## src/rtl/lrsp_pkg.sv

```systemverilog
package lrsp_pkg;

  localparam int unsigned FifoDepthDefault = 2;

  localparam logic [7:0] RecData    = 8'h01;
  localparam logic [7:0] RecStartA  = 8'h02;
  localparam logic [7:0] RecStartB  = 8'h03;
  localparam logic [7:0] RecComment = 8'h05;
  localparam logic [7:0] AddrLen    = 8'd2;
  localparam logic [7:0] WrapMax    = 8'd2;
  // lengths up to WrapMax mean length plus 256, minus the two address bytes
  localparam logic [8:0] WrapAdjust = 9'd254;

  typedef enum logic [2:0] {
    KindData    = 3'd0,
    KindHeader  = 3'd1,
    KindEmpty   = 3'd2,
    KindStart   = 3'd3,
    KindEof     = 3'd4,
    KindBadLen  = 3'd5,
    KindUnknown = 3'd6
  } kind_e;

  typedef enum logic [2:0] {
    PhType = 3'd0,
    PhLen  = 3'd1,
    PhAlo  = 3'd2,
    PhAhi  = 3'd3,
    PhData = 3'd4,
    PhHdr  = 3'd5,
    PhSkip = 3'd6
  } phase_e;

  typedef struct packed {
    kind_e       kind;
    logic [16:0] address;
    logic [7:0]  value;
    logic        last;
  } result_t;

endpackage

```

## src/rtl/lrsp_front.sv

```systemverilog
module lrsp_front (
  input  logic                clk_i,
  input  logic                rst_ni,
  input  logic                fire_i,
  input  logic [7:0]          byte_value_i,
  input  logic                end_of_stream_i,
  output logic                push_o,
  output lrsp_pkg::result_t   result_o
);

  lrsp_pkg::phase_e phase_q, phase_d;
  logic [7:0]  record_kind_q, record_kind_d;
  logic [8:0]  remaining_q, remaining_d;
  logic [8:0]  index_q, index_d;
  logic [7:0]  addr_lo_q, addr_lo_d;
  logic [15:0] base_q, base_d;
  logic        data_seen_q, data_seen_d;
  logic        terminated_q, terminated_d;
  logic        halted_q, halted_d;

  logic        is_start_type;
  logic [8:0]  byte_ext;

  assign is_start_type = (record_kind_q == lrsp_pkg::RecStartA) ||
                         (record_kind_q == lrsp_pkg::RecStartB);
  assign byte_ext = {1'b0, byte_value_i};

  always_comb begin
    phase_d       = phase_q;
    record_kind_d = record_kind_q;
    remaining_d   = remaining_q;
    index_d       = index_q;
    addr_lo_d     = addr_lo_q;
    base_d        = base_q;
    data_seen_d   = data_seen_q;
    terminated_d  = terminated_q;
    halted_d      = halted_q;
    push_o        = 1'b0;
    result_o      = '0;

    if (fire_i && !halted_q && !terminated_q) begin
      if (end_of_stream_i) begin
        halted_d      = 1'b1;
        push_o        = 1'b1;
        result_o.kind = lrsp_pkg::KindEof;
        result_o.last = 1'b1;
      end else begin
        unique case (phase_q)
          lrsp_pkg::PhType: begin
            record_kind_d = byte_value_i;
            phase_d       = lrsp_pkg::PhLen;
          end
          lrsp_pkg::PhLen: begin
            index_d = '0;
            if (record_kind_q == lrsp_pkg::RecData) begin
              remaining_d = (byte_value_i <= lrsp_pkg::WrapMax) ?
                            byte_ext + lrsp_pkg::WrapAdjust :
                            byte_ext - {1'b0, lrsp_pkg::AddrLen};
              phase_d     = lrsp_pkg::PhAlo;
            end else if (is_start_type) begin
              if (byte_value_i == lrsp_pkg::AddrLen) begin
                phase_d = lrsp_pkg::PhAlo;
              end else if (byte_value_i == 8'd0) begin
                halted_d      = 1'b1;
                phase_d       = lrsp_pkg::PhType;
                push_o        = 1'b1;
                result_o.kind = lrsp_pkg::KindBadLen;
                result_o.last = 1'b1;
              end else begin
                remaining_d = byte_ext;
                phase_d     = lrsp_pkg::PhSkip;
              end
            end else if (record_kind_q == lrsp_pkg::RecComment && !data_seen_q) begin
              if (byte_value_i == 8'd0) begin
                phase_d       = lrsp_pkg::PhType;
                push_o        = 1'b1;
                result_o.kind = lrsp_pkg::KindEmpty;
                result_o.last = 1'b1;
              end else begin
                remaining_d = byte_ext;
                phase_d     = lrsp_pkg::PhHdr;
              end
            end else if (byte_value_i == 8'd0) begin
              phase_d = lrsp_pkg::PhType;
              if (record_kind_q != lrsp_pkg::RecComment) begin
                push_o         = 1'b1;
                result_o.kind  = lrsp_pkg::KindUnknown;
                result_o.value = record_kind_q;
                result_o.last  = 1'b1;
              end
            end else begin
              remaining_d = byte_ext;
              phase_d     = lrsp_pkg::PhSkip;
            end
          end
          lrsp_pkg::PhAlo: begin
            addr_lo_d = byte_value_i;
            phase_d   = lrsp_pkg::PhAhi;
          end
          lrsp_pkg::PhAhi: begin
            base_d = {byte_value_i, addr_lo_q};
            if (record_kind_q == lrsp_pkg::RecData) begin
              phase_d = lrsp_pkg::PhData;
            end else begin
              terminated_d     = 1'b1;
              phase_d          = lrsp_pkg::PhType;
              push_o           = 1'b1;
              result_o.kind    = lrsp_pkg::KindStart;
              result_o.address = {1'b0, byte_value_i, addr_lo_q};
              result_o.last    = 1'b1;
            end
          end
          lrsp_pkg::PhData: begin
            index_d          = index_q + 9'd1;
            remaining_d      = remaining_q - 9'd1;
            push_o           = 1'b1;
            result_o.kind    = lrsp_pkg::KindData;
            result_o.address = {1'b0, base_q} + {8'd0, index_q};
            result_o.value   = byte_value_i;
            result_o.last    = (remaining_d == 9'd0);
            if (remaining_d == 9'd0) begin
              data_seen_d = 1'b1;
              phase_d     = lrsp_pkg::PhType;
            end
          end
          lrsp_pkg::PhHdr: begin
            index_d          = index_q + 9'd1;
            remaining_d      = remaining_q - 9'd1;
            push_o           = 1'b1;
            result_o.kind    = lrsp_pkg::KindHeader;
            result_o.address = {8'd0, index_q};
            result_o.value   = byte_value_i;
            result_o.last    = (remaining_d == 9'd0);
            if (remaining_d == 9'd0) begin
              phase_d = lrsp_pkg::PhType;
            end
          end
          lrsp_pkg::PhSkip: begin
            index_d     = index_q + 9'd1;
            remaining_d = remaining_q - 9'd1;
            if (remaining_d == 9'd0) begin
              phase_d = lrsp_pkg::PhType;
              if (is_start_type) begin
                halted_d       = 1'b1;
                push_o         = 1'b1;
                result_o.kind  = lrsp_pkg::KindBadLen;
                result_o.value = index_d[7:0];
                result_o.last  = 1'b1;
              end else if (record_kind_q != lrsp_pkg::RecComment) begin
                push_o         = 1'b1;
                result_o.kind  = lrsp_pkg::KindUnknown;
                result_o.value = record_kind_q;
                result_o.last  = 1'b1;
              end
            end
          end
          default: begin
            phase_d = lrsp_pkg::PhType;
          end
        endcase
      end
    end
  end

  always_ff @(posedge clk_i or negedge rst_ni) begin
    if (!rst_ni) begin
      phase_q       <= lrsp_pkg::PhType;
      record_kind_q <= '0;
      remaining_q   <= '0;
      index_q       <= '0;
      addr_lo_q     <= '0;
      base_q        <= '0;
      data_seen_q   <= 1'b0;
      terminated_q  <= 1'b0;
      halted_q      <= 1'b0;
    end else begin
      phase_q       <= phase_d;
      record_kind_q <= record_kind_d;
      remaining_q   <= remaining_d;
      index_q       <= index_d;
      addr_lo_q     <= addr_lo_d;
      base_q        <= base_d;
      data_seen_q   <= data_seen_d;
      terminated_q  <= terminated_d;
      halted_q      <= halted_d;
    end
  end

  a_quiet_when_done: assert property (@(posedge clk_i) disable iff (!rst_ni)
    (terminated_q || halted_q) |-> !push_o)
    else $error("result produced after stream was done");

  a_start_terminates: assert property (@(posedge clk_i) disable iff (!rst_ni)
    (push_o && result_o.kind == lrsp_pkg::KindStart) |=> terminated_q)
    else $error("start address did not terminate the stream");

  a_error_halts: assert property (@(posedge clk_i) disable iff (!rst_ni)
    (push_o && (result_o.kind == lrsp_pkg::KindBadLen ||
                result_o.kind == lrsp_pkg::KindEof)) |=> halted_q)
    else $error("error result did not halt the parser");

endmodule

```

## src/rtl/lrsp_fifo.sv

```systemverilog
module lrsp_fifo #(
  parameter int unsigned Depth = lrsp_pkg::FifoDepthDefault
) (
  input  logic              clk_i,
  input  logic              rst_ni,
  input  logic              push_i,
  input  lrsp_pkg::result_t wdata_i,
  input  logic              pop_i,
  output lrsp_pkg::result_t rdata_o,
  output logic              empty_o,
  output logic              full_o
);

  localparam int unsigned PtrW = (Depth > 1) ? $clog2(Depth) : 1;
  localparam int unsigned CntW = $clog2(Depth + 1);
  localparam logic [PtrW-1:0] LastPtr = PtrW'(Depth - 1);
  localparam logic [CntW-1:0] FullCnt = CntW'(Depth);

  lrsp_pkg::result_t mem_q [Depth];
  logic [PtrW-1:0] wptr_q, wptr_d;
  logic [PtrW-1:0] rptr_q, rptr_d;
  logic [CntW-1:0] count_q, count_d;
  logic            do_push, do_pop;

  assign empty_o = (count_q == '0);
  assign full_o  = (count_q == FullCnt);
  assign do_push = push_i && !full_o;
  assign do_pop  = pop_i && !empty_o;
  assign rdata_o = mem_q[rptr_q];

  always_comb begin
    wptr_d  = wptr_q;
    rptr_d  = rptr_q;
    count_d = count_q;
    if (do_push) begin
      wptr_d = (wptr_q == LastPtr) ? '0 : wptr_q + PtrW'(1);
    end
    if (do_pop) begin
      rptr_d = (rptr_q == LastPtr) ? '0 : rptr_q + PtrW'(1);
    end
    if (do_push && !do_pop) begin
      count_d = count_q + CntW'(1);
    end else if (do_pop && !do_push) begin
      count_d = count_q - CntW'(1);
    end
  end

  always_ff @(posedge clk_i) begin
    if (do_push) begin
      mem_q[wptr_q] <= wdata_i;
    end
  end

  always_ff @(posedge clk_i or negedge rst_ni) begin
    if (!rst_ni) begin
      wptr_q  <= '0;
      rptr_q  <= '0;
      count_q <= '0;
    end else begin
      wptr_q  <= wptr_d;
      rptr_q  <= rptr_d;
      count_q <= count_d;
    end
  end

  a_no_overflow: assert property (@(posedge clk_i) disable iff (!rst_ni)
    full_o |-> !push_i)
    else $error("push into full queue");

  a_no_underflow: assert property (@(posedge clk_i) disable iff (!rst_ni)
    empty_o |-> !pop_i)
    else $error("pop from empty queue");

  a_count_bound: assert property (@(posedge clk_i) disable iff (!rst_ni)
    count_q <= FullCnt)
    else $error("queue count out of range");

endmodule

```

## src/rtl/lrsp_back.sv

```systemverilog
module lrsp_back (
  input  logic              clk_i,
  input  logic              rst_ni,
  input  logic              empty_i,
  input  lrsp_pkg::result_t head_i,
  output logic              pop_o,
  output logic              out_valid_o,
  input  logic              out_ready_i,
  output lrsp_pkg::result_t out_o
);

  logic              valid_q, valid_d;
  lrsp_pkg::result_t data_q;

  assign pop_o       = !empty_i && (!valid_q || out_ready_i);
  assign valid_d     = pop_o || (valid_q && !out_ready_i);
  assign out_valid_o = valid_q;
  assign out_o       = data_q;

  always_ff @(posedge clk_i or negedge rst_ni) begin
    if (!rst_ni) begin
      valid_q <= 1'b0;
    end else begin
      valid_q <= valid_d;
    end
  end

  always_ff @(posedge clk_i) begin
    if (pop_o) begin
      data_q <= head_i;
    end
  end

  a_stall_holds: assert property (@(posedge clk_i) disable iff (!rst_ni)
    (valid_q && !out_ready_i) |=> (valid_q && $stable(data_q)))
    else $error("output beat changed while stalled");

  a_no_drop: assert property (@(posedge clk_i) disable iff (!rst_ni)
    (valid_q && !out_ready_i) |-> !pop_o)
    else $error("queue popped while output stalled");

  a_refill: assert property (@(posedge clk_i) disable iff (!rst_ni)
    (!empty_i && !valid_q) |=> valid_q)
    else $error("output register not refilled");

endmodule

```

## src/rtl/load_record_stream_parser.sv

```systemverilog
// a result is registered in the queue memory and then in the output register before it is presented
// throughput: one byte per cycle while the queue is not full; the parser state machine advances once per beat
// a queue of FifoDepth entries (two by default) and an output register decouple input from output stalls
// input stalls only when the queue is full behind a stalled output
// reset: asynchronous active low, parser returns to expecting a record type
module load_record_stream_parser #(
  parameter int unsigned FifoDepth = lrsp_pkg::FifoDepthDefault
) (
  input  logic        clk_i,
  input  logic        rst_ni,
  input  logic        in_valid_i,
  output logic        in_ready_o,
  input  logic [7:0]  byte_value_i,
  input  logic        end_of_stream_i,
  output logic        out_valid_o,
  input  logic        out_ready_i,
  output logic [2:0]  kind_o,
  output logic [16:0] address_o,
  output logic [7:0]  value_o,
  output logic        last_o
);

  logic              fire;
  logic              push;
  logic              pop;
  logic              empty;
  logic              full;
  lrsp_pkg::result_t front_res;
  lrsp_pkg::result_t head;
  lrsp_pkg::result_t out_res;

  assign in_ready_o = !full;
  assign fire       = in_valid_i && in_ready_o;

  lrsp_front u_front (
    .clk_i           (clk_i),
    .rst_ni          (rst_ni),
    .fire_i          (fire),
    .byte_value_i    (byte_value_i),
    .end_of_stream_i (end_of_stream_i),
    .push_o          (push),
    .result_o        (front_res)
  );

  lrsp_fifo #(
    .Depth (FifoDepth)
  ) u_fifo (
    .clk_i   (clk_i),
    .rst_ni  (rst_ni),
    .push_i  (push),
    .wdata_i (front_res),
    .pop_i   (pop),
    .rdata_o (head),
    .empty_o (empty),
    .full_o  (full)
  );

  lrsp_back u_back (
    .clk_i       (clk_i),
    .rst_ni      (rst_ni),
    .empty_i     (empty),
    .head_i      (head),
    .pop_o       (pop),
    .out_valid_o (out_valid_o),
    .out_ready_i (out_ready_i),
    .out_o       (out_res)
  );

  assign kind_o    = out_res.kind;
  assign address_o = out_res.address;
  assign value_o   = out_res.value;
  assign last_o    = out_res.last;

endmodule
```

## config.mk

```make
export PLATFORM = sky130hd
export DESIGN_NAME = load_record_stream_parser
export DESIGN_NICKNAME = d
export VERILOG_FILES = /design/src/rtl/lrsp_pkg.sv /design/src/rtl/lrsp_front.sv /design/src/rtl/lrsp_fifo.sv /design/src/rtl/lrsp_back.sv /design/src/rtl/load_record_stream_parser.sv
export SDC_FILE = /design/constraint.sdc
export NUM_CORES = 1
export LEC_CHECK = 0
export ABC_AREA = 0
export ABC_CLOCK_PERIOD_IN_PS = 5000
export BUFFER_PORTS_ARGS = -buffer_cell sky130_fd_sc_hd__buf_2
export CORE_MARGIN = 3
export CORE_UTILIZATION = 40
export DETAILED_ROUTE_END_ITERATION = 12
export HOLD_SLACK_MARGIN = 0.15
export PLACE_DENSITY = 0.64
export SLEW_MARGIN = 20
export SYNTH_ARGS = -nofsm -noshare
export SYNTH_HDL_FRONTEND = slang
export SYNTH_SLANG_ARGS = --single-unit
```

## constraint.sdc

```tcl
create_clock -name clk_i -period 5 [get_ports clk_i]
set_clock_uncertainty 0.1 [all_clocks]
set_input_delay 0.75 -clock clk_i [delete_from_list [all_inputs] [get_ports clk_i]]
set_output_delay 0.75 -clock clk_i [all_outputs]
set_load 0.05 [all_outputs]
```

==> results of run 1 <==
[layer usage]
metal  track usage, %  vias up  part of all wire [%]
li1                 -     2386                     -
met1             23.7     2511                    44
met2             27.7      192                    47
met3             4.04       27                   6.6
met4             6.41        0                   2.2
met5                0        -                     0
[cell type report]
type | count | area, um2
Timing Repair Buffer | 51 | 275
Clock inverter | 14 | 164
Sequential cell | 148 | 4140
Clock buffer | 18 | 429
Inverter | 16 | 60.1
Tap cell | 225 | 282
Fill cell | 1549 | 9230
Multi-Input combinational cell | 425 | 3020
[cell families after synthesis]
kind of cell             after synthesis
XOR/XNOR                              29
AND/OR/NAND/NOR                      182
buffers and inverters                 44
AO/OA/AOI/OAI                        137
adder cells (fa/ha/maj)               16
flip-flops                           148
multiplexers                          61
[final timing paths]
path	from	end	slack (ns)	depth (start not counted)
worst max-delay path	u_front.record_kind_q[2]	u_fifo.count_q[1]	1.50	11
worst min-delay path	rst_ni	u_front.remaining_q[7]	0.40	2
worst max register to register	u_front.record_kind_q[2]	u_fifo.count_q[1]	1.50	11
worst min register to register	u_back.out_valid_o	u_back.out_valid_o	0.41	2
max in group asynchronous	rst_ni	u_front.base_q[3]	3.87	2
min in group clk_i	u_back.out_valid_o	u_back.out_valid_o	0.41	2
[cells in the mapped netlist, types with 8 or more instances]
master and count:
o21ai_0 51, clkbuf_1 19, and3_1 8, a21oi_1 26, xor2_1 11, ha_1 15
nand3_1 11, edfxtp_1 87, mux2_2 59, xnor2_1 18, nor2b_1 8, dfrtp_1 61
inv_1 16, o211ai_1 8, nand2_1 51, nor2_1 53
[cell usage in the layout (no fill, tap or decap), types with 17 or more instances in the layout]
cell type  instances
o21ai_0           51
nor2_1            51
edfxtp_1          87
nand2_1           51
buf_2             43
xnor2_1           18
dfrtp_1           61
clkbuf_16         17
a21oi_1           26
mux2_2            59
[through the flow]
stage	cell area, um2	cells
2_1_floorplan	7340	617
5_1_grt	8370	897
3_3_place_gp	7770	865
6_report	8370	897
4_1_cts	8370	897
3_5_place_dp	7770	865
[power by group]
part / switching (uW) / internal, uW / total (uW)
clock network: 530 / 749 / 1280
logic: 813 / 361 / 1170
registers: 159 / 1520 / 1680
[sequential cells by signal, indices dropped and copies added (netlist names)]
signal / cells
u_front.index_q: 9
u_fifo.count_q: 2
u_back.out_valid_o: 1
u_fifo.rptr_q: 1
u_front.data_seen_q: 1
u_front.remaining_q: 9
u_front.terminated_q: 1
u_front.halted_q: 1
u_back.out_o: 29
u_front.base_q: 16
u_fifo.mem_q: 58
u_fifo.wptr_q: 1
u_front.addr_lo_q: 8
u_front.record_kind_q: 8
u_front.phase_q: 3
==> reports/metrics.yaml, run 1 <==
status: "finished, final reports clean"
tns_ns: 0
synth_adder_area_share_pct: 2.83
synth.largest_area_cell: "edfxtp_1"
post-route-min-period_ns: 3.50
drtIter0Drc: 471
synth_edf_count: 87
die_y_um: 141
htreeDepth: 4
synthCells: 617
cts-resized-gates: 0
antenna_found_initial: 0
nNetsFinal: 688
clk_pin_slew_worst_paths_ns: 0.07
start_kind: "flip-flop"
port-buffer-count: 43
synth_top_family_by_area: "simple AND/OR/NAND/NOR gates"
drc_errors: 0
utilization_pct: 47.6
p_leak_uw: 0.00320
cpLargestDelayFamily: "simple AND/OR/NAND/NOR gates"
fin_crit_sh_pct: 69.9
wire_per_inst_um: 18.7
fmax_mhz: 286
synthesis.area_mm2: 0.00734
grt_util_all_layers_pct: 17.5
diodes: 0
synth_compound_area_share_pct: 12.6
cp-end-kind: "flip-flop"
num_vias: 5116
cts_tree: "done"
tightest_slew_ns: 1.04
core_region_area_mm2: 0.0176
grt_pass1_wl_mm: 27.3
power_density_mw_per_mm2: 494
gp_congestion: 0.918
hpwl_mm: 12.0
power_uw: 4130
synth_mux_area_share_pct: 9.33
cp_cell_sequence: "nor4_2 -> and2_1 -> nor3_1 -> buf_4 -> or3_1 -> o41ai_4 -> inv_1 -> ha_1 -> xor2_1 -> nor2_1 -> xor2_1"
synth_xor_xnor_area_share_pct: 3.46
start_util_pct: 41.7
synthDistinctLibCells: 67
yosys_warnings: 0
setup_viol: 0
rsz0062_at_grt: "false"
clock_path_buffers: 2
hold_viol: 0
cts_buffers: 17
clk_latency_ns: 0.42
routed_wl_mm: 16.8
cts_hold_buf: 0
crit_buf_inv: 2
synthSimpleGateAreaFrac_pct: 12.9
hold_class: "in -> async"
synth_top_area_share_pct: 35.6
ys_ff_latch: 148
cp_data_arrival_time_ns: 3.74
critPathMaxStageDelay_ns: 0.55
dieArea_mm2: 0.0200
cts-root-buf: "clkbuf_16"
hold_ws_ns: 0.399
grt_pass1_vias: 5046
area_growth_pct: 14.1
num_rows: 48
grt.overflow.total: 0
crit_fanout: 12
layout-drive-gt1-share_pct: 23.4
cap_violations: 0
place_ws_ns: 1.55
crit_top_cell: "xor2_1"
fp.dieW_um: 141
postCtsSetupBuffers: 0
clock_sinks: 148
synth_ff_type: "edfxtp_1"
async_flop_share_pct: 41.2
fin_ws_ns: 1.50
ios: 44
syn_nets: 646
slew_headroom_pct: 30.4
postRouteAntennaNets: 0
synth_area_leaders: "edfxtp_1 36%, dfrtp_1 21%, mux2_2 9.1%"
via_per_inst: 5.70
yosysSeqAreaShare_pct: 56.4
cpMaxStageDelayCell: "and2_1"
critical_path_required_ns: 5.25
ir_worst_vdd_v: 0.000300
avgSynthCellArea_um2: 11.9
drv_slew: 0
grt_max_degree: 62
dr.pass1.iters: 7
crit_type: "reg -> reg"
No activity file was read; power rests on OpenSTA's default activity.
==> inputs of run 2 (changes only) <==
--- a/config.mk
+++ b/config.mk
@@ -6,13 +6,13 @@
 export NUM_CORES = 1
 export LEC_CHECK = 0
 export ABC_AREA = 0
-export ABC_CLOCK_PERIOD_IN_PS = 5000
+export ABC_CLOCK_PERIOD_IN_PS = 3100
 export BUFFER_PORTS_ARGS = -buffer_cell sky130_fd_sc_hd__buf_2
 export CORE_MARGIN = 3
 export CORE_UTILIZATION = 40
 export DETAILED_ROUTE_END_ITERATION = 12
 export HOLD_SLACK_MARGIN = 0.15
-export PLACE_DENSITY = 0.64
+export PLACE_DENSITY = 0.66
 export SLEW_MARGIN = 20
 export SYNTH_ARGS = -nofsm -noshare
 export SYNTH_HDL_FRONTEND = slang
==> constraint.sdc (replaced) <==
create_clock -name clk_i -period 3.1 [get_ports clk_i]
set_clock_uncertainty 0.1 [all_clocks]
set_input_delay 0.465 -clock clk_i [delete_from_list [all_inputs] [get_ports clk_i]]
set_output_delay 0.465 -clock clk_i [all_outputs]
set_load 0.05 [all_outputs]
==> run 2 against run 1 <==
  * Critical path depth is 1 higher
  * Hold slack lost 0.19 ns
  * Combinational power increased by 74%
  * Die area stayed put
  * Utilization is 1.3 points higher
  * Maximum frequency increased by 16%
  * Largest power group unchanged
  * Cell area up 2.7%
  * Largest cell class unchanged
  * First-iteration DRC count shrank 16%
==> reports/metrics.yaml, run 2 (synthesized netlist as in run 1, its figures left out) <==
fin_crit_sh_pct: 97.1  # was 69.9%
clk_latency_ns: 0.43  # was 0.42 ns
cpLargestDelayFamily: "simple AND/OR/NAND/NOR gates"  # unchanged
slew_headroom_pct: 51.4  # was 30.4%
cts_buffers: 17  # unchanged
largest-register: "u_fifo.mem_q"  # unchanged
num_rows: 48  # unchanged
clk_pin_slew_worst_paths_ns: 0.06  # was 0.07 ns
fmax_mhz: 332  # was 286 MHz
clock_path_buffers: 2  # unchanged
place_inst: 888  # was 865
nNetsFinal: 714  # was 688
routed_wl_mm: 17.6  # was 16.8 mm
crit_type: "reg -> reg"  # unchanged
crit_top_cell: "xor2_1"  # unchanged
power_density_mw_per_mm2: 780  # was 494 mW/mm2
start_util_pct: 41.7  # unchanged
drc_errors: 0  # unchanged
critPathMaxStageDelay_ns: 0.51  # was 0.55 ns
grt_max_degree: 30  # was 62
cts_tree: "done"  # unchanged
clock_sinks: 148  # unchanged
layout-drive-gt1-share_pct: 26.8  # was 23.4%
hold_class: "in -> reg"  # was in -> async
antenna_found_initial: 0  # unchanged
die_y_um: 141  # unchanged
cpMaxStageDelayCell: "or4b_4"  # was and2_1
utilization_pct: 48.9  # was 47.6%
cp-end-kind: "flip-flop"  # unchanged
p_leak_uw: 0.00333  # was 0.00320 uW
grt.overflow.total: 0  # unchanged
layout_commonest_cell: "edfxtp_1"  # unchanged
critical_path_required_ns: 3.35  # was 5.25 ns
hpwl_mm: 12.7  # was 12.0 mm
fin_ws_ns: 0.0889  # was 1.50 ns
diodes: 0  # unchanged
dr.pass1.iters: 8  # was 7
crit_fanout: 6  # was 12
status: "finished, final reports clean"  # unchanged
via_per_inst: 5.61  # was 5.70
cp_cell_sequence: "inv_2 -> ha_4 -> or4b_4 -> xor2_2 -> a21oi_4 -> nor4_2 -> o41ai_4 -> inv_1 -> ha_2 -> xor2_1 -> nor2_1 -> xor2_1"  # was nor4_2 -> and2_1 -> nor3_1 -> buf_4 -> or3_1 -> o41ai_4 -> inv_1 -> ha_1 -> xor2_1 -> nor2_1 -> xor2_1
grt_pass1_wl_mm: 27.6  # was 27.3 mm
cp_data_arrival_time_ns: 3.26  # was 3.74 ns
setup_viol: 0  # unchanged
area_growth_pct: 17.2  # was 14.1%
postRouteAntennaNets: 0  # unchanged
cap_violations: 0  # unchanged
layout_common_cells: "87 x edfxtp_1, 60 x dfrtp_1, 59 x mux2_2"  # was 87 x edfxtp_1, 61 x dfrtp_1, 59 x mux2_2
grt_pass1_vias: 5222  # was 5046
hold_ws_ns: 0.210  # was 0.399 ns
num_vias: 5177  # was 5116
final_cells: 923  # was 897
post-route-min-period_ns: 3.01  # was 3.50 ns
fp.dieW_um: 141  # unchanged
largest_register_ffs: 58  # unchanged
drtIter0Drc: 394  # was 471
ios: 44  # unchanged
drv_slew: 0  # unchanged
hold_viol: 0  # unchanged
tightest_slew_ns: 0.728  # was 1.04 ns
wire_per_inst_um: 19.0  # was 18.7 um
cts-root-buf: "clkbuf_16"  # unchanged
port-buffer-count: 43  # unchanged
dieArea_mm2: 0.0200  # unchanged
gp_congestion: 0.897  # was 0.918
htreeDepth: 4  # unchanged
core_region_area_mm2: 0.0176  # unchanged
ir_worst_vdd_v: 0.000520  # was 0.000300 V
crit_buf_inv: 2  # unchanged
start_kind: "flip-flop"  # unchanged
grt_util_all_layers_pct: 17.7  # was 17.5%
place_ws_ns: -0.00955  # was 1.55 ns
[run 2: metal layers]
metal | vias up | global-route usage [%] | wire length, um | part of all wire [%]
met5 | - | 0 | 0 | 0
li1 | 2446 | - | - | -
met1 | 2564 | 23.0 | 7720 | 44
met3 | 26 | 3.57 | 801 | 4.6
met4 | 0 | 5.86 | 306 | 1.7
met2 | 141 | 29.8 | 8740 | 50
[run 2: area by class of cell]
cell class | count | area [um2]
inverters | 16 | 62.6
multi-input cells | 425 | 3050
fillers | 1530 | 9000
clock buffers | 17 | 425
repair buffers | 77 | 498
well taps | 225 | 282
clock inverters | 15 | 145
flip-flops and latches | 148 | 4140
[run 2: final timing paths]
| check | from | to | slack, ns | cells past startpoint |
|---|---|---|---|---|
| setup / recovery | u_front.remaining_q[1] | u_fifo.count_q[1] | 0.09 | 12 |
| hold / removal | out_ready_i | u_back.out_valid_o | 0.21 | 3 |
| setup reg to reg | u_front.remaining_q[1] | u_fifo.count_q[1] | 0.09 | 12 |
| hold reg to reg | u_front.terminated_q | u_front.terminated_q | 0.38 | 1 |
| max in group asynchronous | rst_ni | u_front.remaining_q[0] | 1.68 | 3 |
| min in group asynchronous | rst_ni | u_front.remaining_q[8] | 0.50 | 2 |
[run 2: power breakdown]
group / switching, uW / leakage [uW] / total (uW) / internal (uW)
clock: 862 / 0.000280 / 1980 / 1120
sequential: 241 / 0.00162 / 2690 / 2450
combinational: 1370 / 0.00143 / 2040 / 667
total: 2470 / 0.00333 / 6710 / 4240
[run 2: timing repair]
item                                    4_1_cts  5_1_grt
endpoints found under the setup margin        2       74
setup buffers                                 0        2
hold endpoints to repair                     26        0
pin swaps                                     0        3
gates resized for setup                       1       11
hold buffers                                  1        0
[run 2: worst min-delay path, stage by stage]
cell and delay [ns]:
buf_2 0.07, nand2b_1 0.11, nand2_1 0.06
[run 2: per-stage QoR]
stage / instance area, um2 / total power, uW / setup TNS [ns]
after global placement: 7970 / 4690 / 0
after global routing: 8600 / 7010 / -0.0268
after floorplan: 7340 / 4200 / -14.82
after detailed placement: 7970 / 4730 / -0.0190
final: 8600 / 6710 / 0
after CTS: 8550 / 6710 / 0
==> inputs of run 3 (changes only) <==
--- a/config.mk
+++ b/config.mk
@@ -12,7 +12,7 @@
 export CORE_UTILIZATION = 40
 export DETAILED_ROUTE_END_ITERATION = 12
 export HOLD_SLACK_MARGIN = 0.15
-export PLACE_DENSITY = 0.66
+export PLACE_DENSITY = 0.56
 export SLEW_MARGIN = 20
 export SYNTH_ARGS = -nofsm -noshare
 export SYNTH_HDL_FRONTEND = slang
==> run 3 against run 2 <==
  * Flip-flop and latch count did not move
  * Global-route usage up 0.68 points
  * Sequential power about the same
  * Sequential share of layout area decreased by 0.66 points
  * Critical endpoint unchanged
  * Setup slack better by 0.0064 ns
  * Utilization is 0.70 points higher
  * Non-clock buffer count increased by 12
==> reports/metrics.yaml, run 3 (synthesized netlist as in run 1, its figures left out) <==
fin_ws_ns: 0.0953  # was 0.0889 ns
p_int_uw: 4220  # was 4240 uW
antenna_found_initial: 0  # unchanged
wire_per_inst_um: 19.1  # was 19.0 um
dr.pass1.iters: 7  # was 8
cp_data_arrival_time_ns: 3.25  # was 3.26 ns
cts-root-buf: "clkbuf_16"  # unchanged
cpMaxStageDelayCell: "or4b_4"  # unchanged
clock_sinks: 148  # unchanged
critPathMaxStageDelay_ns: 0.48  # was 0.51 ns
via_per_inst: 5.64  # was 5.61
ios: 44  # unchanged
p_leak_uw: 0.00339  # was 0.00333 uW
crit_fanout: 5  # was 6
fmax_mhz: 333  # was 332 MHz
tns_ns: 0  # unchanged
critical_path_required_ns: 3.34  # was 3.35 ns
routed_wl_mm: 17.8  # was 17.6 mm
hpwl_mm: 12.7  # about the same
wl_met2_mm: 8.40  # was 8.74 mm
layout_commonest_cell: "edfxtp_1"  # unchanged
grt_pass1_vias: 5047  # was 5222
ir_worst_vdd_v: 0.000478  # was 0.000520 V
htreeDepth: 4  # unchanged
clock_path_buffers: 2  # unchanged
cp_cell_sequence: "inv_2 -> ha_4 -> or4b_4 -> xor2_2 -> a21oi_4 -> nor4_4 -> o41ai_4 -> inv_1 -> ha_1 -> xor2_1 -> nor2_1 -> xor2_1"  # was inv_2 -> ha_4 -> or4b_4 -> xor2_2 -> a21oi_4 -> nor4_2 -> o41ai_4 -> inv_1 -> ha_2 -> xor2_1 -> nor2_1 -> xor2_1
layout-drive-gt1-share_pct: 28.5  # was 26.8%
crit_top_cell: "xor2_1"  # unchanged
gp_congestion: 0.921  # was 0.897
die_y_um: 141  # unchanged
tightest_slew_ns: 0.910  # was 0.728 ns
area_growth_pct: 18.9  # was 17.2%
final_cells: 935  # was 923
place_inst: 895  # was 888
status: "finished, final reports clean"  # unchanged
place_ws_ns: 0.0781  # was -0.00955 ns
num_vias: 5269  # was 5177
crit_type: "reg -> reg"  # unchanged
cap_violations: 0  # unchanged
fp.dieW_um: 141  # unchanged
cts_buffers: 17  # unchanged
largest-register: "u_fifo.mem_q"  # unchanged
grt_util_all_layers_pct: 18.4  # was 17.7%
cp-end-kind: "flip-flop"  # unchanged
drt-met1-wl_mm: 7.97  # was 7.72 mm
num_rows: 48  # unchanged
utilization_pct: 49.6  # was 48.9%
hold_ws_ns: 0.189  # was 0.210 ns
dieArea_mm2: 0.0200  # unchanged
hold_viol: 0  # unchanged
clk_latency_ns: 0.43  # about the same
post-route-min-period_ns: 3.00  # was 3.01 ns
grt_pass1_wl_mm: 28.2  # was 27.6 mm
nNetsFinal: 726  # was 714
drv_slew: 0  # unchanged
power_frac_clock_pct: 29.7  # was 29.6%
largest_register_ffs: 58  # unchanged
clk_pin_slew_worst_paths_ns: 0.07  # was 0.06 ns
switching_share_pct: 37.8  # was 36.9%
hold_class: "in -> reg"  # unchanged
power_density_mw_per_mm2: 778  # was 780 mW/mm2
grt.overflow.total: 0  # unchanged
postRouteAntennaNets: 0  # unchanged
slew_headroom_pct: 39.3  # was 51.4%
cts_tree: "done"  # unchanged
grt_max_degree: 37  # was 30
fin_crit_sh_pct: 96.9  # was 97.1%
start_util_pct: 41.7  # unchanged
drc_errors: 0  # unchanged
drtIter0Drc: 457  # was 394
highest-signal-layer: "met4"  # unchanged
dr_wl_met3_mm: 1.04  # was 801 um
layout_common_cells: "87 x edfxtp_1, 59 x mux2_2, 59 x dfrtp_1"  # was 87 x edfxtp_1, 60 x dfrtp_1, 59 x mux2_2
setup_viol: 0  # unchanged
diodes: 0  # unchanged
power_frac_seq_pct: 39.2  # was 40.1%
port-buffer-count: 43  # unchanged
p_switching_uw: 2560  # was 2470 uW
nFillCells: 1560  # was 1530
start_kind: "flip-flop"  # unchanged
power_frac_comb_pct: 31.0  # was 30.4%
core_region_area_mm2: 0.0176  # unchanged
run 3: critical path, delay by kind of cell, from the launching register on:
family / cells / cell delay, ns
buffers and inverters: 2 / 0.18
DFF: 1 / 0.43
xor gates and xnor gates: 3 / 0.49
AOI/OAI and AO/OA: 2 / 0.67
and+or+nand+nor: 3 / 0.69
adders and majority gates: 2 / 0.36
run 3: power groups by stage:
stage / Combinational, uW / Clock [uW] / Sequential (uW)
after floorplan: 1010 / 0 / 3190
after global routing: 2270 / 2140 / 2700
after global placement: 2030 / 0 / 2690
final: 2110 / 2020 / 2660
after CTS: 2060 / 2060 / 2660
after detailed placement: 2050 / 0 / 2700
run 3: worst paths after layout:
kind / start / depth (start not counted) / endpoint / slack, ns
max in group asynchronous: rst_ni / 3 / u_front.data_seen_q / 1.62
min reg2reg: u_fifo.rptr_q / 1 / u_fifo.rptr_q / 0.38
max: u_front.remaining_q[0] / 12 / u_fifo.count_q[1] / 0.1
min: out_ready_i / 3 / u_back.out_valid_o / 0.19
max reg2reg: u_front.remaining_q[0] / 12 / u_fifo.count_q[1] / 0.1
min in group asynchronous: rst_ni / 2 / u_front.addr_lo_q[3] / 0.61
run 3: through the flow:
step / total power (uW) / instance area, um2
after floorplan: 4200 / 7340
after global placement: 4720 / 8040
after detailed placement: 4750 / 8040
after CTS: 6780 / 8630
after global routing: 7120 / 8720
final: 6790 / 8720
run 3: timing repair:
| item | 4_1_cts | 5_1_grt |
|---|---|---|
| setup buffers | 0 | 7 |
| hold buffers | 1 | 0 |
| hold endpoints to repair | 35 | 0 |
| gates resized for setup | 0 | 11 |
| setup endpoints to repair | 0 | 3 |
run 3: final cells by class:
| type | instances | area, um2 | share of cell area (%) |
|---|---|---|---|
| clock buffer | 17 | 425 | 4.88 |
| sequential | 148 | 4140 | 47.5 |
| timing repair buffer | 89 | 601 | 6.89 |
| clock inverter | 15 | 154 | 1.76 |
| tap | 225 | 282 | 3.23 |
| multi-input combinational | 425 | 3060 | 35.1 |
| inverter | 16 | 60.1 | 0.689 |
run 3: layer usage:
layer / up-vias / GRT usage, %
li1: 2473 / -
met1: 2569 / 25.6
met2: 198 / 28.7
met3: 29 / 3.54
met4: 0 / 7.02
met5: - / 0
